--- src/assr_pkg.sv ---
// shared types, constants and helpers for the annular sector span rasterizer
// depends on nothing; imported by annular_sector_span_raster, span_checker and tb
package assr_pkg;

	localparam int COORD_BITS     = 12;
	localparam int EXT_BITS       = COORD_BITS + 2;
	localparam int RAD_BITS       = 9;
	localparam int POS_BITS       = 11;
	localparam int SLOPE_BITS     = 24;
	localparam int DIM_BITS       = 12;
	localparam int CFG_INDEX_BITS = 2;

	localparam logic [CFG_INDEX_BITS-1:0] REG_DISPLAY_WIDTH  = CFG_INDEX_BITS'(0);
	localparam logic [CFG_INDEX_BITS-1:0] REG_DISPLAY_HEIGHT = CFG_INDEX_BITS'(1);

	localparam logic [1:0] QUAD_UPPER_RIGHT = 2'd0;
	localparam logic [1:0] QUAD_LOWER_RIGHT = 2'd1;
	localparam logic [1:0] QUAD_LOWER_LEFT  = 2'd2;
	localparam logic [1:0] QUAD_UPPER_LEFT  = 2'd3;

	localparam logic [DIM_BITS-1:0] WIDTH_RESET  = DIM_BITS'(400);
	localparam logic [DIM_BITS-1:0] HEIGHT_RESET = DIM_BITS'(300);

	typedef logic signed [COORD_BITS-1:0] coord_t;
	typedef logic signed [EXT_BITS-1:0]   ext_t;

	localparam ext_t COORD_MAX_EXT = ext_t'((1 << (COORD_BITS - 1)) - 1);
	localparam ext_t COORD_MIN_EXT = ext_t'(-(1 << (COORD_BITS - 1)));

	localparam coord_t BOX_LEFT_RESET = coord_t'(WIDTH_RESET - DIM_BITS'(1));
	localparam coord_t BOX_TOP_RESET  = coord_t'(HEIGHT_RESET - DIM_BITS'(1));

	typedef struct packed {
		logic [1:0]            quadrant;
		logic [POS_BITS-1:0]   center_x;
		logic [POS_BITS-1:0]   center_y;
		logic [RAD_BITS-1:0]   inner_radius;
		logic [RAD_BITS-1:0]   outer_radius;
		logic [SLOPE_BITS-1:0] slope_start;
		logic [SLOPE_BITS-1:0] slope_end;
		logic [RAD_BITS-1:0]   row_offset;
		logic                  measure_only;
		logic                  clear_box;
	} row_word_t;

	typedef struct packed {
		logic   span_valid;
		coord_t span_left;
		coord_t span_right;
		coord_t span_row;
		coord_t box_left;
		coord_t box_top;
		coord_t box_right;
		coord_t box_bottom;
	} span_word_t;

	typedef enum logic [3:0] {
		ST_IDLE,
		ST_OFFSQ,
		ST_RISQ,
		ST_ROSQ,
		ST_PS,
		ST_PE,
		ST_PEW,
		ST_ROOT_I,
		ST_ROOT_O,
		ST_CLIP,
		ST_FIN
	} seq_state_t;

	function automatic coord_t sat_coord(input ext_t v);
		coord_t r;
		if (v > COORD_MAX_EXT) begin
			r = COORD_MAX_EXT[COORD_BITS-1:0];
		end else if (v < COORD_MIN_EXT) begin
			r = COORD_MIN_EXT[COORD_BITS-1:0];
		end else begin
			r = v[COORD_BITS-1:0];
		end
		return r;
	endfunction

endpackage

--- src/annular_sector_span_raster.sv ---
// row words are taken one at a time, only in the idle state; each makes five
// passes through the shared 24x9 multiplier, then two 9-step passes through the
// shared square root unit, before its result word is loaded
// the result sits in an output register, so the next row is taken while it waits
// reset: width 400, height 300, box 399/299/0/0; no clearing pass
// depends on assr_pkg
module annular_sector_span_raster #(
	parameter int MAX_RADIUS      = 511,
	parameter int SLOPE_FRAC_BITS = 16
) (
	input  logic                                  clk,
	input  logic                                  arst_n,
	input  logic                                  cfg_we,
	input  logic [assr_pkg::CFG_INDEX_BITS-1:0]   cfg_index,
	input  logic [assr_pkg::DIM_BITS-1:0]         cfg_data,
	input  logic                                  row_valid,
	output logic                                  row_stall,
	input  assr_pkg::row_word_t                   row,
	output logic                                  res_valid,
	input  logic                                  res_stall,
	output assr_pkg::span_word_t                  res
);
	import assr_pkg::*;

	localparam int PROD_BITS = SLOPE_BITS + RAD_BITS;
	localparam int SQ_BITS   = 2 * RAD_BITS;
	localparam int STEP_BITS = $clog2(RAD_BITS);
	localparam int RCMP_BITS = RAD_BITS + 3;
	localparam logic [STEP_BITS-1:0] LAST_STEP  = STEP_BITS'(RAD_BITS - 1);
	localparam logic [RCMP_BITS-1:0] MAX_R      = RCMP_BITS'(MAX_RADIUS);
	localparam logic [PROD_BITS-1:0] CMAX_PROD  = PROD_BITS'((1 << (COORD_BITS - 1)) - 1);
	localparam logic [SQ_BITS-2:0]   ROOT_BIT0  = (SQ_BITS-1)'(1) << (SQ_BITS - 2);

	seq_state_t state_q, state_d;

	logic [DIM_BITS-1:0] width_q, height_q;
	coord_t min_col_q, min_row_q, max_col_q, max_row_q;

	logic [1:0]            quad_q;
	logic [POS_BITS-1:0]   cx_q, cy_q;
	logic [RAD_BITS-1:0]   ri_q, ro_q, off_q;
	logic [SLOPE_BITS-1:0] ss_q, se_q;
	logic                  measure_q;

	logic [PROD_BITS-1:0] prod_q;
	logic [SQ_BITS-1:0]   offsq_q, rad_i_q, rad_o_q;
	coord_t               ps_q, pe_q;
	ext_t                 ci_q, co_q;

	logic [SQ_BITS-1:0]   root_x_q, root_acc_q;
	logic [SQ_BITS-2:0]   root_bit_q;
	logic [STEP_BITS-1:0] step_q;

	logic       res_valid_q;
	span_word_t word_q;

	logic                  accept, fin_load, out_free;
	logic [SLOPE_BITS-1:0] mul_a;
	logic [RAD_BITS-1:0]   mul_b;

	function automatic logic [RAD_BITS-1:0] clamp_radius(input logic [RAD_BITS-1:0] r);
		logic [RAD_BITS-1:0] v;
		if (RCMP_BITS'(r) > MAX_R) begin
			v = MAX_R[RAD_BITS-1:0];
		end else begin
			v = r;
		end
		return v;
	endfunction

	// next state
	always_comb begin
		state_d = state_q;
		case (state_q)
			ST_IDLE:   if (row_valid) state_d = ST_OFFSQ;
			ST_OFFSQ:  state_d = ST_RISQ;
			ST_RISQ:   state_d = ST_ROSQ;
			ST_ROSQ:   state_d = ST_PS;
			ST_PS:     state_d = ST_PE;
			ST_PE:     state_d = ST_PEW;
			ST_PEW:    state_d = ST_ROOT_I;
			ST_ROOT_I: if (step_q == LAST_STEP) state_d = ST_ROOT_O;
			ST_ROOT_O: if (step_q == LAST_STEP) state_d = ST_CLIP;
			ST_CLIP:   state_d = ST_FIN;
			ST_FIN:    if (out_free) state_d = ST_IDLE;
			default:   state_d = ST_IDLE;
		endcase
	end

	// sequencer outputs
	always_comb begin
		row_stall = (state_q != ST_IDLE);
		accept    = row_valid && (state_q == ST_IDLE);
		out_free  = !res_valid_q || !res_stall;
		fin_load  = (state_q == ST_FIN) && out_free;
		mul_a     = '0;
		mul_b     = '0;
		case (state_q)
			ST_OFFSQ: begin
				mul_a = SLOPE_BITS'(off_q);
				mul_b = off_q;
			end
			ST_RISQ: begin
				mul_a = SLOPE_BITS'(ri_q);
				mul_b = ri_q;
			end
			ST_ROSQ: begin
				mul_a = SLOPE_BITS'(ro_q);
				mul_b = ro_q;
			end
			ST_PS: begin
				mul_a = ss_q;
				mul_b = off_q;
			end
			ST_PE: begin
				mul_a = se_q;
				mul_b = off_q;
			end
			default: begin
				mul_a = '0;
				mul_b = '0;
			end
		endcase
	end

	// one restoring square root step
	logic [SQ_BITS:0]    trial;
	logic [SQ_BITS-1:0]  nx, nacc;
	logic [RAD_BITS-1:0] root;
	logic [RAD_BITS:0]   rounded;
	ext_t                root_ext;

	always_comb begin
		trial = {1'b0, root_acc_q} + {2'b00, root_bit_q};
		if ({1'b0, root_x_q} >= trial) begin
			nx   = root_x_q - trial[SQ_BITS-1:0];
			nacc = (root_acc_q >> 1) + {1'b0, root_bit_q};
		end else begin
			nx   = root_x_q;
			nacc = root_acc_q >> 1;
		end
		root     = nacc[RAD_BITS-1:0];
		rounded  = {1'b0, root} + {{RAD_BITS{1'b0}}, (nx > SQ_BITS'(root))};
		root_ext = {{(EXT_BITS-RAD_BITS-1){1'b0}}, rounded};
	end

	// slope product, truncated and saturated
	logic [PROD_BITS-1:0] shifted;
	coord_t               clip_val;

	always_comb begin
		shifted  = prod_q >> SLOPE_FRAC_BITS;
		clip_val = (shifted > CMAX_PROD) ? CMAX_PROD[COORD_BITS-1:0]
		                                 : shifted[COORD_BITS-1:0];
	end

	// boundary clipping
	ext_t ps_e, pe_e, ci_clip, co_clip;

	always_comb begin
		ps_e = {{(EXT_BITS-COORD_BITS){1'b0}}, ps_q};
		pe_e = {{(EXT_BITS-COORD_BITS){1'b0}}, pe_q};
		if (quad_q == QUAD_UPPER_RIGHT || quad_q == QUAD_LOWER_LEFT) begin
			ci_clip = (ps_e > ci_q) ? ps_e : ci_q;
			co_clip = (pe_e < co_q) ? pe_e : co_q;
		end else begin
			co_clip = (ps_e < co_q) ? ps_e : co_q;
			ci_clip = (pe_e > ci_q) ? pe_e : ci_q;
		end
	end

	// span and box update
	logic       have;
	ext_t       cx_e, cy_e, off_e, left_e, right_e, row_e;
	coord_t     left_c, right_c, row_c;
	coord_t     min_col_d, min_row_d, max_col_d, max_row_d;
	span_word_t word_d;

	always_comb begin
		have  = (off_q <= ro_q) && (ci_q <= co_q);
		cx_e  = {{(EXT_BITS-POS_BITS){1'b0}}, cx_q};
		cy_e  = {{(EXT_BITS-POS_BITS){1'b0}}, cy_q};
		off_e = {{(EXT_BITS-RAD_BITS){1'b0}}, off_q};
		if (quad_q == QUAD_UPPER_RIGHT || quad_q == QUAD_UPPER_LEFT) begin
			row_e = cy_e - off_e;
		end else begin
			row_e = cy_e + off_e;
		end
		if (quad_q == QUAD_UPPER_RIGHT || quad_q == QUAD_LOWER_RIGHT) begin
			left_e  = cx_e + ci_q;
			right_e = cx_e + co_q;
		end else begin
			left_e  = cx_e - co_q;
			right_e = cx_e - ci_q;
		end
		left_c  = sat_coord(left_e);
		right_c = sat_coord(right_e);
		row_c   = sat_coord(row_e);

		min_col_d = min_col_q;
		min_row_d = min_row_q;
		max_col_d = max_col_q;
		max_row_d = max_row_q;
		if (have && measure_q) begin
			if (left_c < min_col_q) min_col_d = left_c;
			if (row_c < min_row_q) min_row_d = row_c;
			if (right_c > max_col_q) max_col_d = right_c;
			if (row_c > max_row_q) max_row_d = row_c;
		end

		word_d.span_valid = have && !measure_q;
		word_d.span_left  = word_d.span_valid ? left_c : '0;
		word_d.span_right = word_d.span_valid ? right_c : '0;
		word_d.span_row   = word_d.span_valid ? row_c : '0;
		word_d.box_left   = min_col_d;
		word_d.box_top    = min_row_d;
		word_d.box_right  = max_col_d;
		word_d.box_bottom = max_row_d;
	end

	// control state
	always_ff @(posedge clk or negedge arst_n) begin
		if (!arst_n) begin
			state_q     <= ST_IDLE;
			res_valid_q <= 1'b0;
		end else begin
			state_q <= state_d;
			if (fin_load) begin
				res_valid_q <= 1'b1;
			end else if (!res_stall) begin
				res_valid_q <= 1'b0;
			end
		end
	end

	// config registers
	always_ff @(posedge clk or negedge arst_n) begin
		if (!arst_n) begin
			width_q  <= WIDTH_RESET;
			height_q <= HEIGHT_RESET;
		end else if (cfg_we) begin
			case (cfg_index)
				REG_DISPLAY_WIDTH:  width_q <= cfg_data;
				REG_DISPLAY_HEIGHT: height_q <= cfg_data;
				default: ;
			endcase
		end
	end

	// bounding box
	always_ff @(posedge clk or negedge arst_n) begin
		if (!arst_n) begin
			min_col_q <= BOX_LEFT_RESET;
			min_row_q <= BOX_TOP_RESET;
			max_col_q <= '0;
			max_row_q <= '0;
		end else if (accept && row.clear_box) begin
			min_col_q <= sat_coord({{(EXT_BITS-DIM_BITS){1'b0}}, width_q} - ext_t'(1));
			min_row_q <= sat_coord({{(EXT_BITS-DIM_BITS){1'b0}}, height_q} - ext_t'(1));
			max_col_q <= '0;
			max_row_q <= '0;
		end else if (fin_load) begin
			min_col_q <= min_col_d;
			min_row_q <= min_row_d;
			max_col_q <= max_col_d;
			max_row_q <= max_row_d;
		end
	end

	// datapath
	always_ff @(posedge clk) begin
		if (accept) begin
			quad_q    <= row.quadrant;
			cx_q      <= row.center_x;
			cy_q      <= row.center_y;
			ri_q      <= clamp_radius(row.inner_radius);
			ro_q      <= clamp_radius(row.outer_radius);
			off_q     <= clamp_radius(row.row_offset);
			ss_q      <= row.slope_start;
			se_q      <= row.slope_end;
			measure_q <= row.measure_only;
		end
		prod_q <= PROD_BITS'(mul_a) * PROD_BITS'(mul_b);
		case (state_q)
			ST_RISQ: offsq_q <= prod_q[SQ_BITS-1:0];
			ST_ROSQ: rad_i_q <= prod_q[SQ_BITS-1:0] - offsq_q;
			ST_PS:   rad_o_q <= prod_q[SQ_BITS-1:0] - offsq_q;
			ST_PE:   ps_q <= clip_val;
			ST_PEW: begin
				pe_q       <= clip_val;
				root_x_q   <= rad_i_q;
				root_acc_q <= '0;
				root_bit_q <= ROOT_BIT0;
				step_q     <= '0;
			end
			ST_ROOT_I: begin
				if (step_q == LAST_STEP) begin
					ci_q       <= (ri_q < off_q) ? ext_t'(-1) : root_ext;
					root_x_q   <= rad_o_q;
					root_acc_q <= '0;
					root_bit_q <= ROOT_BIT0;
					step_q     <= '0;
				end else begin
					root_x_q   <= nx;
					root_acc_q <= nacc;
					root_bit_q <= root_bit_q >> 2;
					step_q     <= step_q + STEP_BITS'(1);
				end
			end
			ST_ROOT_O: begin
				root_x_q   <= nx;
				root_acc_q <= nacc;
				root_bit_q <= root_bit_q >> 2;
				step_q     <= step_q + STEP_BITS'(1);
				if (step_q == LAST_STEP) co_q <= root_ext;
			end
			ST_CLIP: begin
				ci_q <= ci_clip;
				co_q <= co_clip;
			end
			default: ;
		endcase
		if (fin_load) word_q <= word_d;
	end

	assign res_valid = res_valid_q;
	assign res       = word_q;

endmodule

--- config.mk ---
export PLATFORM = sky130hd
export DESIGN_NAME = annular_sector_span_raster
export DESIGN_NICKNAME = d
export VERILOG_FILES = /design/src/assr_pkg.sv /design/src/annular_sector_span_raster.sv
export SDC_FILE = /design/constraint.sdc
export NUM_CORES = 1
export LEC_CHECK = 0
export BUFFER_PORTS_ARGS = -buffer_cell sky130_fd_sc_hd__buf_2
export CORE_ASPECT_RATIO = 0.6
export CORE_MARGIN = 8
export CORE_UTILIZATION = 30
export DETAILED_ROUTE_END_ITERATION = 12
export PLACE_DENSITY = 0.47
export SETUP_SLACK_MARGIN = 0.02
export SLEW_MARGIN = 20
export SYNTH_ARGS = -nofsm -noshare
export SYNTH_HDL_FRONTEND = slang
export SYNTH_SLANG_ARGS = --single-unit
--- constraint.sdc ---
create_clock -name clk -period 18.6 [get_ports clk]
set_input_delay 2.79 -clock clk [delete_from_list [all_inputs] [get_ports clk]]
set_output_delay 2.79 -clock clk [all_outputs]
set_load 0.01 [all_outputs]
==> results.json <==
{
  "antenna_found_initial": 1,
  "timing.fmax_ghz": 0.117,
  "synth_edf_count": 337,
  "drc": 0,
  "timing.rr.end": "ci_q[7]$_DFFE_PP_",
  "core-area_mm2": 0.110,
  "fin_crit_ps": 8580,
  "critPathSlowestCell": "a2111oi_0",
  "yosysUniqueCellTypes": 100,
  "hp-class": "reg -> reg",
  "slew_headroom": 0.297,
  "fin_ws_ps": 10020,
  "yosysWarnings": 0,
  "maxCapViolCount": 0,
  "clk_latency_ps": 630,
  "status": "completed",
  "cts_resized": 0,
  "synth_top_area_share": 0.304,
  "first_global_vias": 24700,
  "synth_top_area_cell": "edfxtp_1",
  "ant_nets": 0,
  "die_x_um": 446,
  "start_kind": "flop",
  "place_ws_ps": 10180,
  "slew_violations": 0,
  "sw_frac_of_total": 0.481,
  "ff2ff_path_depth": 31,
  "grt_usage": 0.165,
  "rsz0062_at_grt": "no",
  "dieArea_mm2": 0.122,
  "setup_tns_ps": 0,
  "drive_gt1_frac": 0.128,
  "power.leakage_nw": 16.0,
  "final_cell_mix": "nand2_1 (381), inv_1 (342), edfxtp_1 (337), ha_1 (289), nor2_1 (260)",
  "dr.first_iter.drc_count": 2354,
  "cts_tree": "built",
  "netlist_instances": 3342,
  "gp_congestion": 0.912,
  "async_reset_ff_frac": 0.172,
  "path_class": "reg -> reg",
  "crit_path_frequent_cell": "ha_1",
  "syn_to_final_growth_pct": 13.1,
  "cp_max_fo": 24,
  "hold_buffers": 0,
  "clkTransAtPathRegs_ps": 70,
  "synth-seq-cells": 447,
  "power.internal_mw": 3.53,
  "dp_hpwl_um": 82700,
  "p_seq_frac": 0.245,
  "grt_overflow": 0,
  "ctsLongestPathBuffers": 3,
  "tightest_slew_ps": 1050,
  "r2r-start": "root_acc_q[2]$_SDFFCE_PP0P_",
  "vias_per_cell": 5.05,
  "pin_count": 207,
  "power_mw": 6.81,
  "start_util": 0.303,
  "clock_skew_ps": 40.3,
  "post-cts-setup-buffer-count": 0,
  "drt_first_pass_iters": 6,
  "vdd.ir_drop.worst_uv": 128,
  "cp-endpoint": "ci_q[7]$_DFFE_PP_",
  "p_clk_frac": 0.142,
  "comb_power_share": 0.613,
  "synth_area_leaders": "edfxtp_1 (30%), ha_1 (11%), fa_1 (9.7%)",
  "pwr_density_cell_mw_per_mm2": 181,
  "numCtsBuffers": 46,
  "nNetsFinal": 4100,
  "whs_path_depth": 0,
  "critPathArrivalTime_ps": 8900,
  "end_kind": "flop",
  "die_h_um": 274,
  "hold_viol": 0,
  "r2r_slack_ps": 10020,
  "wire_per_inst_um": 20.6,
  "switchingPower_mw": 3.28,
  "clock_sinks": 447,
  "cts_htree_levels": 2,
  "grt_max_degree": 79,
  "synth_ff_type": "edfxtp_1",
  "startpoint": "root_acc_q[2]$_SDFFCE_PP0P_",
  "numPortBuffers": 206,
  "cp.required_ps": 18920,
  "synth_area_per_cell_um2": 9.97,
  "grt_pass1_wl_um": 158000,
  "netlist_area_mm2": 0.0333,
  "ctsRootBufferMaster": "clkbuf_16",
  "synth_seq_area_share": 0.382,
  "final_common_cell": "nand2_1",
  "setup_viol": 0,
  "row_count": 94,
  "finalCritPeriodShare": 0.461,
  "num_vias": 25600,
  "cpPeakStageDelay_ps": 610,
  "final_util": 0.343,
  "routed_wl_um": 104000
}
==> per-layer routing <==
metal / part of all wire / global-route usage / vias to the layer above
met1: 0.55 / 0.279 / 12300
met5: 0 / 0 / -
met2: 0.35 / 0.200 / 857
met4: 0.013 / 0.0263 / 0
li1: - / - / 12300
met3: 0.087 / 0.0427 / 91
==> worst max-delay path: cells and delay by family (launching register included) <==
family | cells | cell delay (ps)
and+or+nand+nor | 10 | 1700
DFF | 1 | 500
adders and majority gates | 4 | 1350
buffers and inverters | 1 | 350
xor gates and xnor gates | 1 | 180
AOI/OAI and AO/OA | 13 | 3530
muxes | 2 | 670
==> final cells by class <==
type                       count  area (um^2)
antenna                        1         2.50
multi-input combinational   2448        19000
timing repair buffer         243         1310
sequential                   447        12700
fill                       11300        72100
inverter                     344         1290
clock inverter                32          325
clock buffer                  54         1200
tap                         1488         1860
==> Yosys cell counts, types with 10 or more instances <==
cell type	count
mux2_2	34
or2_2	18
o21ai_0	137
edfxtp_1	337
a22o_1	18
dfstp_2	18
a31o_2	14
nand2b_1	42
dfrtp_1	59
and2_1	26
or3_1	21
ha_1	289
o22ai_1	18
fa_1	161
a21o_1	54
o31ai_1	10
xor2_1	43
a211oi_1	44
o211ai_1	15
clkbuf_1	93
nand3_1	54
xnor2_1	90
a31oi_1	40
nor2b_1	41
a211o_1	22
nor4_1	26
dfxtp_1	33
a21oi_1	142
inv_1	342
o21a_1	46
nand4_1	38
nand2_1	381
a22oi_1	33
nor3_1	69
mux2i_1	70
nor2_1	261
and3_1	27
==> sequential cells by signal, indices dropped and copies added (netlist names), 13 cells and up <==
name / cells
rad_i_q: 18
rad_o_q: 18
res: 85
ci_q: 13
offsq_q: 18
root_x_q: 18
root_acc_q: 18
prod_q: 33
ss_q: 24
se_q: 24
==> through the flow <==
stage / cell area (um^2) / instances / hold WS, ps
after CTS: 37700 / 5056 / 429
after floorplan: 33300 / 3343 / 408
after detailed placement: 36200 / 4970 / 415
final: 37700 / 5057 / 433
after global placement: 36200 / 4970 / 418
after global routing: 37700 / 5057 / 434
==> cells by family (layout without fill, tap and decap cells) <==
logic type	Yosys count	after routing	share of synthesized area
DFF	447	447	0.382
buffers and inverters	448	673	0.0511
and+or+nand+nor	1044	1044	0.147
other	1	3	0.000113
adders and majority gates	450	450	0.205
AOI/OAI and AO/OA	712	712	0.146
xor gates and xnor gates	134	134	0.0356
muxes	106	106	0.0332
==> how the worst min path moves through the flow <==
stage | start | to
detailed placement | prod_q[0]$_DFF_P_ | offsq_q[0]$_DFFE_PN_
finish | prod_q[0]$_DFF_P_ | offsq_q[0]$_DFFE_PN_
global route | prod_q[0]$_DFF_P_ | offsq_q[0]$_DFFE_PN_
global placement | prod_q[0]$_DFF_P_ | offsq_q[0]$_DFFE_PN_
CTS | prod_q[0]$_DFF_P_ | offsq_q[0]$_DFFE_PN_
floorplan | prod_q[0]$_DFF_P_ | offsq_q[0]$_DFFE_PN_
==> power groups by stage <==
stage          clock, mW  sequential [mW]  combinational [mW]
2_1_floorplan          0             1.58                2.97
3_3_place_gp           0             1.68                4.12
3_5_place_dp           0             1.68                4.12
4_1_cts            0.996             1.66                4.15
5_1_grt             1.03             1.69                4.65
6_report           0.964             1.67                4.17
(Power assumes the default switching activity.)
